**config.mk**
```make
export PLATFORM = sky130hd
export DESIGN_NAME = rsa_modular_exponentiation
export DESIGN_NICKNAME = d
export VERILOG_FILES = /design/src/rtl/rme_pkg.sv /design/src/rtl/rme_mod_mul.sv /design/src/rtl/rsa_modular_exponentiation.sv
export SDC_FILE = /design/constraint.sdc
export NUM_CORES = 1
export LEC_CHECK = 0
export BUFFER_PORTS_ARGS = -buffer_cell sky130_fd_sc_hd__buf_2
export CAP_MARGIN = 30
export CORE_UTILIZATION = 50
export DETAILED_ROUTE_END_ITERATION = 10
export PLACE_DENSITY = 0.74
export SETUP_SLACK_MARGIN = 0.5
export SYNTH_ARGS = -nofsm -noshare
export SYNTH_HDL_FRONTEND = slang
export SYNTH_SLANG_ARGS = --single-unit
```
**constraint.sdc**
```tcl
create_clock -name clk -period 9.32 [get_ports clk]
set_input_delay 1.864 -clock clk [delete_from_list [all_inputs] [get_ports clk]]
set_output_delay 1.864 -clock clk [all_outputs]
set_load 0.02 [all_outputs]
```
**src/rtl/rme_pkg.sv**
```systemverilog
package rme_pkg;

  // Operand width of the arithmetic; register and port fields stay 32 bits.
  localparam int MOD_WIDTH = 32;
  localparam int FIELD_W   = 32;
  localparam int STEP_W    = $clog2(MOD_WIDTH);
  localparam int CFG_IDX_W = 2;

  localparam logic [CFG_IDX_W-1:0] CFG_MODULUS  = 2'd0;
  localparam logic [CFG_IDX_W-1:0] CFG_EXPONENT = 2'd1;

  localparam logic [FIELD_W-1:0] MODULUS_RESET  = 32'd1519187519;
  localparam logic [FIELD_W-1:0] EXPONENT_RESET = 32'd65537;

  typedef logic [MOD_WIDTH-1:0] word_t;

  // Request to the shared modular multiplier: go pulses for one cycle.
  typedef struct packed {
    logic  go;
    word_t a;
    word_t b;
  } mm_req_t;

  // Response: done pulses for one cycle with prod valid.
  typedef struct packed {
    logic  done;
    word_t prod;
  } mm_rsp_t;

endpackage

```
**src/rtl/rme_mod_mul.sv**
```systemverilog
module rme_mod_mul (
  input  logic             clk,
  input  logic             rst_n,
  input  rme_pkg::word_t   modulus,
  input  rme_pkg::mm_req_t req,
  output rme_pkg::mm_rsp_t rsp
);
  import rme_pkg::*;

  // (x + y) mod m for x, y < m, with one spare bit for the carry.
  function automatic word_t add_mod(word_t x, word_t y, word_t m);
    logic [MOD_WIDTH:0] s;
    logic [MOD_WIDTH:0] mx;
    s  = {1'b0, x} + {1'b0, y};
    mx = {1'b0, m};
    if (s >= mx) begin
      s = s - mx;
    end
    return s[MOD_WIDTH-1:0];
  endfunction

  logic              busy_r;
  logic              done_r;
  logic [STEP_W-1:0] step_r;
  word_t             a_r;
  word_t             b_r;
  word_t             r_r;
  word_t             dbl;
  word_t             r_nxt;

  // One multiplier bit per cycle, MSB first: double, then add a on a set bit.
  always_comb begin
    dbl   = add_mod(r_r, r_r, modulus);
    r_nxt = b_r[MOD_WIDTH-1] ? add_mod(dbl, a_r, modulus) : dbl;
  end

  always_ff @(posedge clk) begin
    if (!rst_n) begin
      busy_r <= 1'b0;
      done_r <= 1'b0;
    end else begin
      done_r <= 1'b0;
      if (req.go) begin
        busy_r <= 1'b1;
        step_r <= STEP_W'(MOD_WIDTH - 1);
        a_r    <= req.a;
        b_r    <= req.b;
        r_r    <= '0;
      end else if (busy_r) begin
        r_r    <= r_nxt;
        b_r    <= b_r << 1;
        step_r <= step_r - 1'b1;
        if (step_r == '0) begin
          busy_r <= 1'b0;
          done_r <= 1'b1;
        end
      end
    end
  end

  assign rsp = '{done: done_r, prod: r_r};

endmodule

```
**src/rtl/rsa_modular_exponentiation.sv**
```systemverilog
// Modular exponentiation: result = (block ^ exponent) mod modulus.
// Input: pulse start with in_block_value while busy is low; the beat is
// taken at that edge and busy rises on the next cycle.
// Output: out_valid strobes for exactly one cycle with out_result_value.
// The receiver cannot stall; each result is presented once and dropped.
// Config: cfg_valid/cfg_ready write channel, cfg_ready is always high.
// Index 0 writes the modulus, index 1 the exponent, other indexes are
// ignored. Write only while busy is low and no strobe is pending.
// One shared shift-and-add modular multiplier does all the work, one
// multiplier bit per cycle. A beat costs one base reduction, 32 squarings
// and one multiply per set exponent bit.
// Throughput: one beat at a time; busy drops in the strobe cycle, so the
// next start can be taken there.
// A zero modulus answers 0 on the cycle after start.
// Reset: synchronous, active low; restores modulus 1519187519 and
// exponent 65537 and returns the sequencer to idle.
module rsa_modular_exponentiation (
  input  logic                                clk,
  input  logic                                rst_n,
  input  logic                                start,
  output logic                                busy,
  input  logic [rme_pkg::FIELD_W-1:0]         in_block_value,
  output logic                                out_valid,
  output logic [rme_pkg::FIELD_W-1:0]         out_result_value,
  input  logic                                cfg_valid,
  output logic                                cfg_ready,
  input  logic [rme_pkg::CFG_IDX_W-1:0]       cfg_index,
  input  logic [rme_pkg::FIELD_W-1:0]         cfg_data
);
  import rme_pkg::*;

  localparam logic [1:0] ST_IDLE = 2'd0;  // wait for start
  localparam logic [1:0] ST_RED  = 2'd1;  // reduce base mod modulus
  localparam logic [1:0] ST_SQR  = 2'd2;  // acc = acc * acc
  localparam logic [1:0] ST_MUL  = 2'd3;  // acc = acc * base

  logic [1:0]         state_r, state_nxt;
  logic [FIELD_W-1:0] mod_r;
  logic [FIELD_W-1:0] exp_r;
  word_t              base_r, base_nxt;
  word_t              acc_r, acc_nxt;
  logic [STEP_W-1:0]  bit_r, bit_nxt;
  mm_req_t            req_r, req_nxt;
  logic               out_valid_r, out_valid_nxt;
  logic [FIELD_W-1:0] out_result_r, out_result_nxt;

  word_t   mod_w;
  word_t   exp_w;
  word_t   one_mod;
  mm_rsp_t rsp;
  logic    last_bit;

  assign mod_w    = MOD_WIDTH'(mod_r);
  assign exp_w    = MOD_WIDTH'(exp_r);
  // 1 mod m: zero when the modulus is one.
  assign one_mod  = (mod_w == MOD_WIDTH'(1)) ? '0 : MOD_WIDTH'(1);
  assign last_bit = (bit_r == '0);

  rme_mod_mul u_mod_mul (
    .clk     (clk),
    .rst_n   (rst_n),
    .modulus (mod_w),
    .req     (req_r),
    .rsp     (rsp)
  );

  // Left-to-right square-and-multiply over all MOD_WIDTH exponent bits.
  always_comb begin
    state_nxt      = state_r;
    base_nxt       = base_r;
    acc_nxt        = acc_r;
    bit_nxt        = bit_r;
    req_nxt        = '{go: 1'b0, a: acc_r, b: acc_r};
    out_valid_nxt  = 1'b0;
    out_result_nxt = out_result_r;
    case (state_r)
      ST_IDLE: begin
        if (start) begin
          if (mod_w == '0) begin
            // Empty modulus: answer zero at once.
            out_valid_nxt  = 1'b1;
            out_result_nxt = '0;
          end else begin
            acc_nxt   = one_mod;
            bit_nxt   = STEP_W'(MOD_WIDTH - 1);
            // Reduce the base as 1 * block mod m.
            req_nxt   = '{go: 1'b1, a: one_mod, b: MOD_WIDTH'(in_block_value)};
            state_nxt = ST_RED;
          end
        end
      end
      ST_RED: begin
        if (rsp.done) begin
          base_nxt  = rsp.prod;
          req_nxt   = '{go: 1'b1, a: acc_r, b: acc_r};
          state_nxt = ST_SQR;
        end
      end
      ST_SQR: begin
        if (rsp.done) begin
          acc_nxt = rsp.prod;
          if (exp_w[bit_r]) begin
            req_nxt   = '{go: 1'b1, a: rsp.prod, b: base_r};
            state_nxt = ST_MUL;
          end else if (last_bit) begin
            out_valid_nxt  = 1'b1;
            out_result_nxt = FIELD_W'(rsp.prod);
            state_nxt      = ST_IDLE;
          end else begin
            bit_nxt = bit_r - 1'b1;
            req_nxt = '{go: 1'b1, a: rsp.prod, b: rsp.prod};
          end
        end
      end
      ST_MUL: begin
        if (rsp.done) begin
          acc_nxt = rsp.prod;
          if (last_bit) begin
            out_valid_nxt  = 1'b1;
            out_result_nxt = FIELD_W'(rsp.prod);
            state_nxt      = ST_IDLE;
          end else begin
            bit_nxt   = bit_r - 1'b1;
            req_nxt   = '{go: 1'b1, a: rsp.prod, b: rsp.prod};
            state_nxt = ST_SQR;
          end
        end
      end
      default: begin
        state_nxt = ST_IDLE;
      end
    endcase
  end

  always_ff @(posedge clk) begin
    if (!rst_n) begin
      state_r     <= ST_IDLE;
      req_r       <= '0;
      out_valid_r <= 1'b0;
      mod_r       <= MODULUS_RESET;
      exp_r       <= EXPONENT_RESET;
    end else begin
      state_r     <= state_nxt;
      req_r       <= req_nxt;
      out_valid_r <= out_valid_nxt;
      // Take config beats at any time; software must write only when idle, this block does not check it.
      if (cfg_valid) begin
        case (cfg_index)
          CFG_MODULUS:  mod_r <= cfg_data;
          CFG_EXPONENT: exp_r <= cfg_data;
          default: ;
        endcase
      end
    end
  end

  // Payload: no reset needed.
  always_ff @(posedge clk) begin
    base_r       <= base_nxt;
    acc_r        <= acc_nxt;
    bit_r        <= bit_nxt;
    out_result_r <= out_result_nxt;
  end

  assign busy             = (state_r != ST_IDLE);
  assign cfg_ready        = 1'b1;
  assign out_valid        = out_valid_r;
  assign out_result_value = out_result_r;

endmodule

```
Word level (Yosys, flattened, before mapping)
Index checks and enable logic that the tools add are counted.
{"block": "classes", "muxes": 56, "order_cmp": 3, "eq_ne": 14, "n_reduce_logical": 20, "addsub": 6, "n_bitwise": 2}
{"operator": "$mux W32", "count": 15}
{"operator": "$mux W65", "count": 7}
{"operator": "$pmux W65 S4", "count": 1}
{"operator": "$pmux W32 S3", "count": 1}
{"operator": "$add A32 B32 Y33", "count": 2}
{"operator": "$ge A33 B32 Y1", "count": 2}
{"operator": "$pmux W32 S2", "count": 1}
{"operator": "$sub A32 B32 Y32", "count": 2}
{"operator": "$mux W5", "count": 7}
{"operator": "$eq A32 B1 Y1 const B", "count": 1}
{"operator": "$logic_not A32 Y1", "count": 1}
{"operator": "$reduce_and A6 Y1", "count": 3}
{"operator": "$mux W2", "count": 8}
{"operator": "$pmux W5 S3", "count": 1}
{"operator": "$mux W1", "count": 12}
{"operator": "$logic_not A5 Y1", "count": 2}
{"operator": "$reduce_and A2 Y1", "count": 5}
{"operator": "$sub A5 B1 Y5 const B", "count": 2}
{"operator": "$ne A2 B1 Y1 const B", "count": 4}
{"operator": "$ne A2 B2 Y1 const B", "count": 4}
{"operator": "$pmux W2 S4", "count": 1}
{"operator": "$lt A5 B6 Y1 const B", "count": 1}
{"operator": "$reduce_bool A2 Y1", "count": 3}
{"operator": "$bmux W1 S5", "count": 1}
{"operator": "10 further kinds", "count": 14}
{"block": "totals", "word_cells": 118, "out_inout_bits": 35, "register_bits": 336}

Depth between registers and ports, before layout
{"block": "logic_depth", "word_depth": 8, "depth_mapped": 37}

By module
A second synthesis with hierarchy kept.
{"block": "unflattened", "cells_unflattened": 2344, "area_unflattened_um2": 21934.8}
{"mod": "rsa_modular_exponentiation", "area_per_inst_um2": 11593.6, "seq_area_each_um2": 5675.4, "cells_each": 1211, "n_inst": 1}
{"mod": "rme_mod_mul", "area_per_inst_um2": 10341.2, "seq_area_each_um2": 3072.9, "cells_each": 1133, "n_inst": 1}

Least setup slack after synthesis
OpenSTA, ideal clock, no wires.
{"block": "synth_path", "kind": "reg-to-reg", "start": "register u_mod_mul.r_r[9]", "end": "register u_mod_mul.r_r[29], data pin", "arrival_time_ps": 6967, "path_stages_with_launch": 34, "setup_slack_ps": 2094, "setup_ps": 259, "synth_period_minus_slack_ps": 7226, "required_time_ps": 9061, "path_cell_list": "edfxtp_1 -> ha_1 -> a211oi_1 -> nor2_1 -> or4_1 -> a211oi_1 -> o41ai_2 -> o21ai_2 -> o211ai_1 -> nand2_1 -> clkbuf_1 -> nor2_1 -> ha_1 -> inv_1 -> fa_1 -> nor2b_1 -> o31ai_1 -> a32oi_1 -> a211o_1 -> a221o_1 -> a21oi_1 -> a31oi_1 -> xor2_1 -> ha_1 -> clkbuf_1 -> nand4_1 -> nor4_1 -> nand3_1 -> o211ai_1 -> a211oi_4 -> or2_1 -> buf_6 -> and3_1 -> a211o_1"}
{"block": "synth_between", "elab_chain_len": 8, "elab_cells_between_ends": 10}
{"element": "start, declared", "line": "rme_mod_mul.sv:27", "rtl": "word_t r_r;"}
{"element": "start signal, assigned", "line": "rme_mod_mul.sv:50", "rtl": "r_r <= r_nxt;"}
{"element": "$add A32 B32 Y33 *", "line": "rme_mod_mul.sv:14", "rtl": "s = {1'b0, x} + {1'b0, y};"}
{"element": "$sub A32 B32 Y32 or $ge A33 B32 Y1 (tied branches)", "line": "rme_mod_mul.sv:17, rme_mod_mul.sv:16"}
{"element": "$mux W32 *", "line": "rme_mod_mul.sv:16", "rtl": "if (s >= mx) begin"}
{"element": "$add A32 B32 Y33", "line": "rme_mod_mul.sv:14"}
{"element": "$sub A32 B32 Y32 or $ge A33 B32 Y1 (tied branches)", "line": "rme_mod_mul.sv:17, rme_mod_mul.sv:16"}
{"element": "$mux W32", "line": "rme_mod_mul.sv:16"}
{"element": "$mux W32 *", "line": "rme_mod_mul.sv:34", "rtl": "r_nxt = b_r[MOD_WIDTH-1] ? add_mod(dbl, a_r, modulus) : dbl;"}
{"element": "$mux W32 *", "line": "rme_mod_mul.sv:49", "rtl": "end else if (busy_r) begin"}
Every way passes the cells marked *; elsewhere a longest branch is shown, timed or not. The select of a mux whose other input is x is not followed.
A chain may end at the register's enable or synchronous reset.

Final worst setup path
Same ends and word-level chain as after synthesis.

==> flow_summary_export.csv <==
group,metric,value,unit
sta,max_freq,0.120,GHz
critical_path,cp_max_fo,40,
clock_tree,htree_levels,2,
logic_synthesis,syn_inst,2232,
clock_tree,cts_root_buf,"clkbuf_16",
floorplanning,num_rows,73,
logic_synthesis,ys_ff_latch,336,
logic_synthesis,ys_warn_count,0,
placed_design,post-place-ws,573,ps
sta,setup_viol,0,
pwr,p_per_area,385,nW/µm²
logic_synthesis,synth_ff_type,"edfxtp_1",
global_route,antenna_found_initial,0,
clock_tree,cts_hold_buf,0,
critical_path,cp.required,9630,ps
pwr,cellLeakagePower,9.06,nW
final_layout,fillers,3472,
placed_design,place_hpwl,43600,µm
critical_path,max_stage_delay,620,ps
floorplanning,core_area,40000,µm²
floorplanning,die_area,41600,µm²
placed_design,numPortBuffers,103,
logic_synthesis,synth_edf_count,202,
clock_tree,cts_buffers,38,
sta,period_share,0.897,
status,status,"finished, final reports clean",
clock_tree,clock_path_buffers,3,
hold_path,holdPathStages,0,
sta,timing.final.hold_violations,0,
critical_path,slowest_stage,"a2111oi_1",
sta,fin_skew,17.4,ps
global_route,grt_pass1_vias,16400,
sta,slew_headroom,0.349,
clock_tree,clk_pin_slew,60,ps
sta,layout_setup_ws,962,ps
routing,postRouteAntennaNets,0,
floorplanning,dieWidth,204,µm
critical_path,reg2regPathDepth,28,
routing,first_pass_iters,6,
critical_path,cp_num_buf_inv,2,
routing,wl_per_cell,21.5,µm
routing,finalWirelength,61200,µm
routing,vias,17400,
placed_design,placed_cell_area,21400,µm²
final_layout,post-route-cell-area,22800,µm²
floorplanning,initial_core_util,0.510,
final_layout,layout-drive-gt1-share,0.141,
sta,tightest_slew,976,ps
critical_path,critPathLaunchType,"flop",
critical_path,arrival,8670,ps
clock_tree,cts_tree,"done",
final_layout,syn2layout_area_growth,11.6,%
routing,drt_iter0_markers,2085,
logic_synthesis,avgSynthCellArea,9.14,µm²
floorplanning,num_io_pins,105,
sta,final-max-slew-violation-count,0,
logic_synthesis,synthTopCellsByArea,"edfxtp_1 (30%), dfxtp_1 (13%), nand2_1 (6.9%), ha_1 (6.0%), a21oi_1 (4.5%)",
floorplanning,die_h,204,µm
critical_path,critical-path-top-delay-family,"compound AO/OA/AOI/OAI gates",
hold_path,min_path_type,"reg -> reg",
logic_synthesis,synth_cell_types,83,
logic_synthesis,synth.cell_area,20400,µm²
critical_path,worstSetupEndpointType,"flop",
logic_synthesis,synth_nets,2403,
global_route,grt_overflow_total,0,
critical_path,reg2reg_slack,960,ps
pwr,p_total,8.77,mW
sta,rsz0062_at_grt,"false",
sta,holdWs,401,ps
clock_tree,cts.sink_count,336,
routing,viasPerCell,6.14,
critical_path,crit_type,"reg -> reg",
critical_path,path_depth,28,
placed_design,place_congestion,1.01,
pwr,vdd_ir_drop_max,409,µV
job,cap_violations,0,
logic_synthesis,async_flop_share,0,
global_route,grt_usage,0.292,
final_layout,nNetsFinal,2456,
sta,min_period,8360,ps
logic_synthesis,yosysTopAreaCell,"edfxtp_1",
routing,drc,0,
clock_tree,clk_latency,560,ps
global_route,grt_max_degree,77,
final_layout,diodes,0,
logic_synthesis,synth_seq_area_share,0.429,
global_route,grt_pass1_wl,94000,µm
logic_synthesis,synth_top_area_frac,0.297,
sta,finalSetupTns,0,ps
## cells in the final DEF, fill, tap and decap left out, types with 34 or more instances in the layout
cell,instances
xnor2_1,54
o211ai_1,34
nor2_1,173
edfxtp_1,202
clkbuf_16,41
buf_2,103
a21o_1,64
inv_1,72
dfxtp_1,132
nand2_1,376
o21ai_0,113
a21oi_1,182
nor3_1,40
a21boi_0,45
a211oi_1,70
mux2_2,68
and2_1,43
ha_1,98
## synthesized netlist by cell type, drive strengths merged (9+ instances only)
library cell  number
mux2i             12
o21bai            10
clkbuf           106
and2              43
a31oi             16
and3              12
o21ai            117
o21a              13
mux4              10
nand3             30
buf               21
dfxtp            134
o211ai            34
nand2b            14
inv               73
a311oi            17
a211o              9
mux2              68
nor2b              9
nand4             10
a21boi            45
a21oi            185
a22o              32
xor2              30
xnor2             54
a211oi            72
nand2            377
edfxtp           202
ha                98
nor4              12
nor2             181
nor3              40
a21o              64
## worst register-to-register path, delay by kind of cell, from the launching register on
family / cells / cell delay (ps)
DFF: 1 / 540
xor gates and xnor gates: 1 / 160
and+or+nand+nor: 8 / 1890
adders and majority gates: 3 / 940
AOI/OAI and AO/OA: 13 / 3590
muxes: 1 / 390
buffers and inverters: 2 / 580
## registers in the layout, summed over array words and instances (netlist names)
| name | cells |
|---|---|
| mod_r | 32 |
| out_result_value | 32 |
| u_mod_mul.a_r | 32 |
| u_mod_mul.r_r | 32 |
| acc_r | 32 |
| exp_r | 32 |
| req_r | 65 |
| u_mod_mul.busy_r | 1 |
| u_mod_mul.step_r | 5 |
| bit_r | 5 |
| u_mod_mul.b_r | 32 |
| base_r | 32 |
| state_r | 2 |
| out_valid | 1 |
| u_mod_mul.done_r | 1 |
## worst paths after layout
check	startpoint	end
setup / recovery	u_mod_mul.r_r[9]	u_mod_mul.r_r[29]
hold / removal	req_r[55]	u_mod_mul.a_r[23]
setup reg to reg	u_mod_mul.r_r[9]	u_mod_mul.r_r[29]
hold reg to reg	req_r[55]	u_mod_mul.a_r[23]
## cell type report
type                            count  area [µm²]  area share
Clock buffer                       51        1090      0.0480
Clock inverter                     19         208     0.00912
Inverter                           74         278      0.0122
Multi-Input combinational cell   1696       11000       0.481
Sequential cell                   336        8750       0.384
Tap cell                          525         657      0.0288
Timing Repair Buffer              139         833      0.0366
## power breakdown
part / total [mW] / internal [mW] / switching [mW]
clock network: 1.57 / 0.920 / 0.646
logic: 5.30 / 2.03 / 3.27
registers: 1.89 / 1.75 / 0.145
## repair_timing
item | in CTS | in global routing
gates resized for setup | 0 | 9
setup endpoints to repair | 0 | 32
buffers inserted | 0 | 6
## logic make-up after synthesis
| group | count (synthesis) | synth area share |
|---|---|---|
| AO/OA/AOI/OAI | 660 | 0.215 |
| flip-flops | 336 | 0.429 |
| adder cells (fa/ha/maj) | 101 | 0.0630 |
| XOR/XNOR | 84 | 0.0360 |
| buffers and inverters | 201 | 0.0398 |
| AND/OR/NAND/NOR | 759 | 0.162 |
| other | 1 | 0.000184 |
| multiplexers | 90 | 0.0544 |
## per-layer routing
layer | GRT usage | part of all wire | vias up
li1 | - | - | 8209
met1 | 0.420 | 0.45 | 8274
met2 | 0.443 | 0.43 | 826
met3 | 0.0397 | 0.080 | 118
met4 | 0.115 | 0.037 | 0
met5 | 0 | 0 | -
## metrics by stage
step           instances  utilization
2_1_floorplan       2232            -
3_3_place_gp        2760        0.533
3_5_place_dp        2762        0.534
4_1_cts             2832        0.566
5_1_grt             2840        0.569
6_report            2840        0.569
Note: power is estimated with default switching activity, not from simulation.
